### config.mk
export PLATFORM = sky130hd
export DESIGN_NAME = hash_table_quadratic_probe_top
export DESIGN_NICKNAME = d
export VERILOG_FILES = /design/src/design/hqp_pkg.sv /design/src/design/hqp_ram.sv /design/src/design/hqp_hash.sv /design/src/design/hash_table_quadratic_probe_top.sv
export SDC_FILE = /design/constraint.sdc
export NUM_CORES = 1
export LEC_CHECK = 0
export ABC_AREA = 1
export BUFFER_PORTS_ARGS = -buffer_cell sky130_fd_sc_hd__buf_2
export CAP_MARGIN = 20
export CORE_MARGIN = 4
export CORE_UTILIZATION = 40
export DETAILED_ROUTE_END_ITERATION = 8
export PLACE_DENSITY = 0.61
export SYNTH_ARGS = -nofsm -noshare
export SYNTH_HDL_FRONTEND = slang
export SYNTH_SLANG_ARGS = --single-unit
### constraint.sdc
create_clock -name clk -period 7.4 [get_ports clk]
set_input_delay 1.48 -clock clk [delete_from_list [all_inputs] [get_ports clk]]
set_output_delay 1.48 -clock clk [all_outputs]
set_load 0.1 [all_outputs]
### src/design/hqp_pkg.sv
// Package for the quadratic-probe hash table: sizes, codes and state encoding.
// No dependencies; used by hqp_hash and the top module.
`timescale 1ns / 1ps

package hqp_pkg;

  // Table geometry
  localparam int TABLE_SIZE = 8;
  localparam int IDX_W      = $clog2(TABLE_SIZE);
  localparam int CNT_W      = $clog2(TABLE_SIZE + 1);
  // floor(log2(TABLE_SIZE)), the number of hash bits kept
  localparam int SIZE_LOG2  = ((1 << IDX_W) == TABLE_SIZE) ? IDX_W : IDX_W - 1;

  // Knuth multiplicative hash constant
  localparam logic [31:0] KNUTH_MULT = 32'd2654435769;

  // Entry word stored in the slot memory: key over value
  localparam int ENTRY_W = 64;

  // Action codes
  typedef enum logic {
    ACT_INSERT = 1'b0,
    ACT_LOOKUP = 1'b1
  } action_t;

  // Result status codes
  typedef enum logic [1:0] {
    ST_INSERTED  = 2'd0,
    ST_FULL      = 2'd1,
    ST_FOUND     = 2'd2,
    ST_NOT_FOUND = 2'd3
  } status_t;

  // Sequencer states, one-hot
  typedef enum logic [2:0] {
    S_IDLE  = 3'b001,
    S_HASH  = 3'b010,
    S_PROBE = 3'b100
  } state_t;

endpackage

### src/design/hqp_ram.sv
// Generic simple dual-port RAM: one write port, one read port, registered read.
// No dependencies.
`timescale 1ns / 1ps

module hqp_ram #(
  parameter int WIDTH = 32,
  parameter int DEPTH = 8
) (
  input  logic                     clk,
  input  logic                     we,
  input  logic [$clog2(DEPTH)-1:0] waddr,
  input  logic [WIDTH-1:0]         wdata,
  input  logic [$clog2(DEPTH)-1:0] raddr,
  output logic [WIDTH-1:0]         rdata
);

  logic [WIDTH-1:0] mem [DEPTH];
  logic [WIDTH-1:0] rdata_r;

  // write and registered read
  always_ff @(posedge clk) begin
    if (we) begin
      mem[waddr] <= wdata;
    end
    rdata_r <= mem[raddr];
  end

  assign rdata = rdata_r;

endmodule

### src/design/hqp_hash.sv
// Home-slot hash: Knuth multiplicative hash, top bits of the 32-bit product.
// Depends on hqp_pkg.
`timescale 1ns / 1ps

module hqp_hash (
  input  logic signed [31:0]             key,
  output logic [hqp_pkg::IDX_W-1:0]      home
);

  logic [31:0] key_u;
  logic [31:0] prod;

  // low 32 bits of the product, same for signed and unsigned keys
  assign key_u = $unsigned(key);
  assign prod  = hqp_pkg::KNUTH_MULT * key_u;

  // keep the top floor(log2 size) bits; always below the table size
  assign home = hqp_pkg::IDX_W'(prod >> (32 - hqp_pkg::SIZE_LOG2));

endmodule

### src/design/hash_table_quadratic_probe_top.sv
// Hash table with triangular probing. S_HASH loads the home slot, then S_PROBE
// walks the probes: an insert ends at the first free slot, a lookup on a hit,
// either after TABLE_SIZE probes at most; a new command is taken once busy falls.
// The probe loop visits one slot per cycle; lookups read it via the slot RAM read port.
// Result strobe lasts one cycle and cannot be stalled. Synchronous reset clears
// the sequencer and every slot's used bit, leaving the table empty.
// Depends on hqp_pkg, hqp_hash, hqp_ram.
`timescale 1ns / 1ps

module hash_table_quadratic_probe_top (
  input  logic               clk,
  input  logic               rst_n,
  input  logic               start,
  output logic               busy,
  input  logic               in_action,
  input  logic signed [31:0] in_key,
  input  logic [31:0]        in_entry_value,
  output logic               out_strobe,
  output logic [1:0]         out_status,
  output logic [31:0]        out_found_value
);

  localparam int IDX_W = hqp_pkg::IDX_W;
  localparam int CNT_W = hqp_pkg::CNT_W;

  hqp_pkg::state_t state_r;

  // captured command
  logic               action_r;
  logic signed [31:0] key_r;
  logic [31:0]        value_r;

  // probe sequencer
  logic [IDX_W-1:0] slot_r;
  logic [CNT_W-1:0] probe_r;
  logic             chk_vld_r;
  logic             chk_last_r;
  logic [IDX_W-1:0] chk_slot_r;
  logic [hqp_pkg::TABLE_SIZE-1:0] used_r;

  // result register
  logic        out_strobe_r;
  logic [1:0]  status_r;
  logic [31:0] found_r;

  logic [IDX_W-1:0] home;
  logic [IDX_W:0]   slot_sum;
  logic [IDX_W-1:0] slot_nxt;
  logic             issue;
  logic             last_probe;
  logic             ram_we;
  logic [hqp_pkg::ENTRY_W-1:0] ram_rdata;
  logic [31:0]      rd_key;
  logic [31:0]      rd_value;
  logic             hit;

  hqp_hash u_hash (
    .key  (key_r),
    .home (home)
  );

  hqp_ram #(
    .WIDTH (hqp_pkg::ENTRY_W),
    .DEPTH (hqp_pkg::TABLE_SIZE)
  ) u_ram (
    .clk   (clk),
    .we    (ram_we),
    .waddr (slot_r),
    .wdata ({$unsigned(key_r), value_r}),
    .raddr (slot_r),
    .rdata (ram_rdata)
  );

  assign rd_key   = ram_rdata[63:32];
  assign rd_value = ram_rdata[31:0];

  // next slot: add the next triangular step, fold once mod size
  assign slot_sum = {1'b0, slot_r} + {1'b0, IDX_W'(probe_r + CNT_W'(1))};
  assign slot_nxt = (slot_sum >= (IDX_W+1)'(hqp_pkg::TABLE_SIZE))
                  ? IDX_W'(slot_sum - (IDX_W+1)'(hqp_pkg::TABLE_SIZE))
                  : IDX_W'(slot_sum);

  assign issue      = (probe_r != CNT_W'(hqp_pkg::TABLE_SIZE));
  assign last_probe = (probe_r == CNT_W'(hqp_pkg::TABLE_SIZE - 1));

  // lookup hit on the slot read last cycle
  assign hit = chk_vld_r && used_r[chk_slot_r] && (rd_key == $unsigned(key_r));

  assign ram_we = (state_r == hqp_pkg::S_PROBE) && (action_r == hqp_pkg::ACT_INSERT)
                && !used_r[slot_r];

  // sequencer
  always_ff @(posedge clk) begin
    if (!rst_n) begin
      state_r      <= hqp_pkg::S_IDLE;
      used_r       <= '0;
      chk_vld_r    <= 1'b0;
      out_strobe_r <= 1'b0;
    end else begin
      out_strobe_r <= 1'b0;
      unique case (state_r)
        hqp_pkg::S_IDLE: begin
          if (start) begin
            action_r <= in_action;
            key_r    <= in_key;
            value_r  <= in_entry_value;
            state_r  <= hqp_pkg::S_HASH;
          end
        end
        hqp_pkg::S_HASH: begin
          slot_r    <= home;
          probe_r   <= '0;
          chk_vld_r <= 1'b0;
          state_r   <= hqp_pkg::S_PROBE;
        end
        hqp_pkg::S_PROBE: begin
          if (action_r == hqp_pkg::ACT_INSERT) begin
            // insert: used bits are in flops, decide in the same cycle
            if (!used_r[slot_r]) begin
              used_r[slot_r] <= 1'b1;
              status_r       <= hqp_pkg::ST_INSERTED;
              found_r        <= '0;
              out_strobe_r   <= 1'b1;
              state_r        <= hqp_pkg::S_IDLE;
            end else if (last_probe) begin
              status_r     <= hqp_pkg::ST_FULL;
              found_r      <= '0;
              out_strobe_r <= 1'b1;
              state_r      <= hqp_pkg::S_IDLE;
            end else begin
              slot_r  <= slot_nxt;
              probe_r <= probe_r + CNT_W'(1);
            end
          end else begin
            // lookup: read one slot per cycle, check it the cycle after
            if (hit) begin
              status_r     <= hqp_pkg::ST_FOUND;
              found_r      <= rd_value;
              out_strobe_r <= 1'b1;
              chk_vld_r    <= 1'b0;
              state_r      <= hqp_pkg::S_IDLE;
            end else if (chk_vld_r && chk_last_r) begin
              status_r     <= hqp_pkg::ST_NOT_FOUND;
              found_r      <= '0;
              out_strobe_r <= 1'b1;
              chk_vld_r    <= 1'b0;
              state_r      <= hqp_pkg::S_IDLE;
            end else begin
              chk_vld_r  <= issue;
              chk_last_r <= last_probe;
              chk_slot_r <= slot_r;
              if (issue) begin
                slot_r  <= slot_nxt;
                probe_r <= probe_r + CNT_W'(1);
              end
            end
          end
        end
        default: begin
          state_r <= hqp_pkg::S_IDLE;
        end
      endcase
    end
  end

  assign busy            = (state_r != hqp_pkg::S_IDLE);
  assign out_strobe      = out_strobe_r;
  assign out_status      = status_r;
  assign out_found_value = found_r;

endmodule
==> results of run 1 <==
==> cell type report <==
| class | count | area, um^2 |
|---|---|---|
| Antenna cell | 3 | 7.507 |
| Clock inverter | 35 | 297.8 |
| Inverter | 435 | 1642 |
| Timing Repair Buffer | 141 | 800.8 |
| Clock buffer | 93 | 1931 |
| Fill cell | 7266 | 44740 |
| Tap cell | 1070 | 1339 |
| Multi-Input combinational cell | 1215 | 10870 |
| Sequential cell | 699 | 20220 |
==> logic make-up after synthesis <==
family | count (synthesis) | share of synthesized area, %
xor gates and xnor gates | 29 | 0.7704
buffers and inverters | 491 | 5.764
adders and majority gates | 378 | 18.92
muxes | 1 | 0.03415
and+or+nand+nor | 536 | 7.097
AOI/OAI and AO/OA | 271 | 6.087
DFF | 699 | 61.33
==> sequential cells by signal (all words and copies together), names as in the netlist, 4 cells and up <==
name / cells
key_r: 32
out_found_value: 32
probe_r: 4
u_ram.mem: 512
u_ram.rdata: 64
used_r: 8
value_r: 32
==> tightest hold or removal path, cell delays in order (launching register included) <==
cell      delay (ps)
edfxtp_1         320
nand2_1           50
nand4_1           70
==> worst max path at each step <==
stage / startpoint / endpoint / slack [ps] / depth (start not counted)
after CTS: key_r[12] / slot_r[0] / 340 / 22
after global routing: key_r[12] / slot_r[0] / 80 / 24
after detailed placement: key_r[12] / slot_r[0] / 410 / 24
final: key_r[12] / slot_r[0] / 400 / 22
after floorplan: rst_n / action_r / 640 / 3
after global placement: key_r[12] / slot_r[0] / 340 / 22
==> report_power, final <==
part	internal, mW	switching [mW]	total (mW)
combinational	3.87	6.14	10.0
sequential	4.62	0.147	4.77
clock	1.99	1.45	3.44
total	10.5	7.74	18.2
==> stage by stage <==
step	cell area, um^2	cells
2_1_floorplan	32970	2405
3_3_place_gp	34870	3560
3_5_place_dp	34870	3560
4_1_cts	37100	3688
5_1_grt	37100	3690
6_report	37100	3691
==> synthesized netlist by cell type (14+ instances only) <==
master	n
inv_1	425
nand2_1	306
xnor2_1	22
a22oi_1	76
buf_2	28
a221oi_1	47
buf_1	14
a22o_1	46
nand4_1	68
a21oi_1	44
fa_1	201
nand3_1	51
nor2_1	89
ha_1	177
edfxtp_1	622
o21ai_0	28
dfxtp_1	77
==> routing by layer <==
layer,wire (um),vias up,track usage [%],share of wire (%)
met5,0,-,0,0
met4,2341,0,6.265,2.8
met3,5237,117,3.223,6.4
met2,39920,535,32.62,48
met1,34820,9521,25.66,42
li1,-,8673,-,-
==> reports/summary.txt, run 1 <==
relative slew slack: 22.03%
Worst R2R End: slot_r[0]
ANT nets after route: 0
Worst Hold Path EP: u_ram.rdata[51]
slowest CP cell: edfxtp_1
chip width: 295.1 um
most frequent cells in the layout: edfxtp_1 (622), inv_1 (414), nand2_1 (306), fa_1 (201), ha_1 (177)
die area: 87080 um^2
Row Count: 105
Hold Crit Start: u_ram.mem[7][51]
syn_area_per_cell: 13.71 um^2
routability cong.: 0.9696
CP max stage delay: 630 ps
Synth async-reset ratio: 0%
largest net degree at the start of global routing: 65
post-synthesis sequential area ratio: 61.33%
drt initial violations: 1450
most common cell after layout, fill and taps aside: edfxtp_1
TritonCTS clock tree: yes
Crit. End Element: flip-flop
CP arrival: 7360 ps
top-area cell type share of the netlist area: 56.65%
clock root buffer: clkbuf_16
fin crit period: 6999 ps
reg2reg start: key_r[12]
I/O pins: 104
Max VDD drop: 1.046 mV
TritonRoute pass-1 iters: 5
Post-CTS Setup Bufs: 0
Final Skew: 26.67 ps
final core utilization: 45.33%
clk_lat worst skew: 610 ps
worst hold slack: 444.9 ps
Routed wire per std cell: 22.30 um
routed via count: 18850
critical path startpoint category: flip-flop
Synth area leaders: edfxtp_1 (57%), fa_1 (12%), ha_1 (6.7%)
GRT Overall Usage: 19.30%
initial antenna violation count: 3
LEAKAGE: 14.67 nW
max-cap violations: 0
cts repair resizes: 0
yosys warns: 0
Area growth syn-to-layout: 12.54%
Reg2Reg Setup Slack: 400 ps
TNS Setup: 0 ps
vias in the first global route: 19890
most frequent CP cell: fa_1
crit-path max FO: 13
Starting Density: 40.28%
synthesized flop and latch total: 699
depth of the worst register-to-register path: 22
CP delay by family, top: adder cells
Syn Nets: 2851
share of post-route cells with drive strength above 1: 10.96%
critical path type: reg2reg
total gr overflow: 0
period utilization: 94.58%
Final nets: 3009
count of buffers inserted at the top-level ports: 103
prevailing post-synth register cell: edfxtp_1
synthesized instance count: 2405
Worst-Margin Slew: 1170 ps
EDFF count, synth: 622
final setup vio count: 0
WP buf/inv: 4
worst-path cell chain: inv_1 -> fa_1 -> inv_1 -> fa_1 -> fa_1 -> fa_1 -> fa_1 -> fa_1 -> fa_1 -> inv_1 -> fa_1 -> inv_1 -> ha_1 -> nand2_1 -> nor2_1 -> nand3_1 -> nor2_1 -> o21ai_0 -> nand2_1 -> nand2_1 -> nand3_1 -> nand2_1
DRC: 0
Core ar.: 81850 um^2
TritonCTS Buffers: 71
Max Slew Vio Count: 0
vias per cell: 5.106
post-route total power: 18.21 mW
unrepaired setup endpoints after global routing: no
Cell Pwr Density: 490.9 nW/um^2
CTS Sinks: 699
clock slew at reported path FFs: 70 ps
status: finished clean
detailed placement HPWL: 53950 um
first-pass GRT wire length: 125100 um
Worst Hold Depth: 2
Synth cell types: 42
fmax: 0.1429 GHz
# H-tree levels: 3
area leader, netlist: edfxtp_1
Placement Setup Slack: 405.4 ps
final setup margin: 401.1 ps
final WL: 82320 um
CP required: 7760 ps
Clock Path Buffers: 3
Hold Crit Class: reg2reg
final hold violations: 0
mapped cell area: 32970 um^2
die height: 295.1 um
hold buffers post-CTS: 0
(Power assumes the default switching activity.)
==> inputs of run 2 (changes only) <==
Clock period 7.4 ns to 7.8 ns, I/O delays scaled along.
==> run 2 against run 1 <==
  * Global-route usage is essentially flat
  * Flip-flop and latch count did not move
  * Largest cell class unchanged
  * Highest routed layer unchanged
  * Via count decreased by 0.40%
  * Cell area is 0.34% higher
  * Fmax fell by 1.7%
  * Cell count down 0.16%
  * Critical endpoint unchanged
  * Sequential power down 5.0%
  * Count of clock-buffer cells in the layout grew 4
  * Non-clock buffer count fell by 14
  * Sequential share of layout area down 0.18 points
==> reports/summary.txt, run 2 (same netlist as run 1, synthesis figures left out) <==
status: finished clean
die area: 87080 um^2
Cell Pwr Density: 457.4 nW/um^2
worst-path cell chain: inv_1 -> fa_1 -> inv_1 -> fa_1 -> fa_1 -> fa_1 -> inv_1 -> fa_1 -> inv_1 -> fa_1 -> fa_1 -> inv_1 -> fa_1 -> inv_1 -> ha_1 -> nand2_1 -> nor2_1 -> nand3_1 -> nor2_1 -> o21ai_0 -> nand2_1 -> nand2_1 -> nand3_1 -> nand2_1
Max VDD drop: 0.6721 mV
Worst-Margin Slew: 1062 ps
most frequent cells in the layout: edfxtp_1 (622), inv_1 (414), nand2_1 (306), fa_1 (201), ha_1 (177)
Hold Crit Class: reg2reg
period utilization: 91.27%
most common cell after layout, fill and taps aside: edfxtp_1
unrepaired setup endpoints after global routing: no
Core ar.: 81850 um^2
Max Slew Vio Count: 0
ANT nets after route: 0
TritonRoute pass-1 iters: 5
DR WL met2: 40860 um
relative slew slack: 29.17%
detailed placement HPWL: 53940 um
fill count: 7242
clock root buffer: clkbuf_16
worst hold slack: 450.6 ps
wire length on met3: 4312 um
slowest CP cell: edfxtp_1
max-cap violations: 0
Placement Setup Slack: 611.9 ps
Area growth syn-to-layout: 12.92%
most frequent CP cell: fa_1
Routed wire per std cell: 22.32 um
Post-CTS Setup Bufs: 0
Worst Hold Path EP: u_ram.rdata[41]
TritonCTS Buffers: 74
Worst Setup SP: key_r[15]
final setup margin: 681.2 ps
first-pass GRT wire length: 125300 um
depth of the worst register-to-register path: 24
Max Used Layer: met4
Row Count: 105
share of post-route cells with drive strength above 1: 10.57%
crit-path max FO: 12
die height: 295.1 um
critical path type: reg2reg
critical path startpoint category: flip-flop
met1 wire length: 35090 um
clock slew at reported path FFs: 70 ps
Final Skew: 31.22 ps
Net Sw Frac: 41.29%
initial antenna violation count: 2
Internal: 9.997 mW
GRT Overall Usage: 19.27%
routability cong.: 0.9604
TritonCTS clock tree: yes
vias per cell: 5.094
FF/Latch Area: 20220 um^2
Worst Hold Depth: 2
dpl cell area: 34760 um^2
finished layout cell area: 37230 um^2
fin crit period: 7119 ps
post-route total power: 17.03 mW
Starting Density: 40.28%
CP delay by family, top: adder cells
reg2reg start: key_r[15]
DRC: 0
Switching Power: 7.031 mW
CP max stage delay: 720 ps
fmax: 0.1405 GHz
Reg2Reg Setup Slack: 680 ps
drt initial violations: 1269
TNS Setup: 0 ps
largest net degree at the start of global routing: 65
chip width: 295.1 um
area of the multi-input gates: 10870 um^2
count of buffers inserted at the top-level ports: 103
final hold violations: 0
Largest Register: u_ram.mem
routed via count: 18770
WP buf/inv: 6
sequential fraction of design power: 26.6%
final WL: 82240 um
CTS Sinks: 699
hold buffers post-CTS: 0
CP arrival: 7480 ps
CP required: 8160 ps
# H-tree levels: 3
Worst R2R End: slot_r[0]
cts repair resizes: 0
Hold Crit Start: u_ram.mem[1][41]
Final nets: 2998
Clock power frac: 20.6%
Crit. End Element: flip-flop
final setup vio count: 0
I/O pins: 104
max FFs per register: 512
LEAKAGE: 14.70 nW
vias in the first global route: 20220
Clock Path Buffers: 3
Logic pwr share: 52.9%
total gr overflow: 0
clk_lat worst skew: 610 ps
[run 2: worst max-delay path by stage]
| stage | slack (ps) | cells past startpoint | to |
|---|---|---|---|
| after floorplan | 960 | 3 | action_r |
| after global placement | 610 | 24 | slot_r[0] |
| after detailed placement | 610 | 24 | slot_r[0] |
| after CTS | 600 | 24 | slot_r[0] |
| after global routing | 310 | 24 | slot_r[0] |
| final | 680 | 24 | slot_r[0] |
[run 2: stage by stage]
| step | utilization, % | cells |
|---|---|---|
| after floorplan | - | 2405 |
| after global placement | 42.46 | 3545 |
| after detailed placement | 42.46 | 3545 |
| after CTS | 45.47 | 3681 |
| after global routing | 45.48 | 3683 |
| final | 45.49 | 3685 |
[run 2: worst register-to-register path: stages (launching register included)]
cell,delay (ps)
edfxtp_1,720
inv_1,280
fa_1,580
inv_1,100
fa_1,510
fa_1,450
fa_1,520
inv_1,50
fa_1,530
inv_1,50
fa_1,400
fa_1,520
inv_1,50
fa_1,480
inv_1,50
ha_1,280
nand2_1,120
nor2_1,190
nand3_1,140
nor2_1,240
o21ai_0,300
nand2_1,140
nand2_1,50
nand3_1,70
nand2_1,70
[run 2: cell type report]
| cell class | instances | share of cell area [%] |
|---|---|---|
| Sequential cell | 699 | 54.31 |
| Multi-Input combinational cell | 1215 | 29.19 |
| Clock buffer | 97 | 5.569 |
| Inverter | 435 | 4.409 |
| Tap cell | 1070 | 3.596 |
| Timing Repair Buffer | 127 | 1.869 |
| Clock inverter | 39 | 1.035 |
| Antenna cell | 3 | 0.02016 |
[run 2: layer usage]
metal  up-vias  track usage, %
met3        95           2.809
met5         -               0
li1       8647               -
met1      9537           25.43
met2       492           33.61
met4         0           5.142
[run 2: power groups by stage]
stage | registers, mW | clock network (mW) | logic, mW
finish | 4.53 | 3.50 | 9.00
global route | 4.55 | 3.74 | 10.5
CTS | 4.53 | 3.58 | 9.11
detailed placement | 4.60 | 0 | 8.96
global placement | 4.60 | 0 | 9.02
floorplan | 4.55 | 0 | 6.69
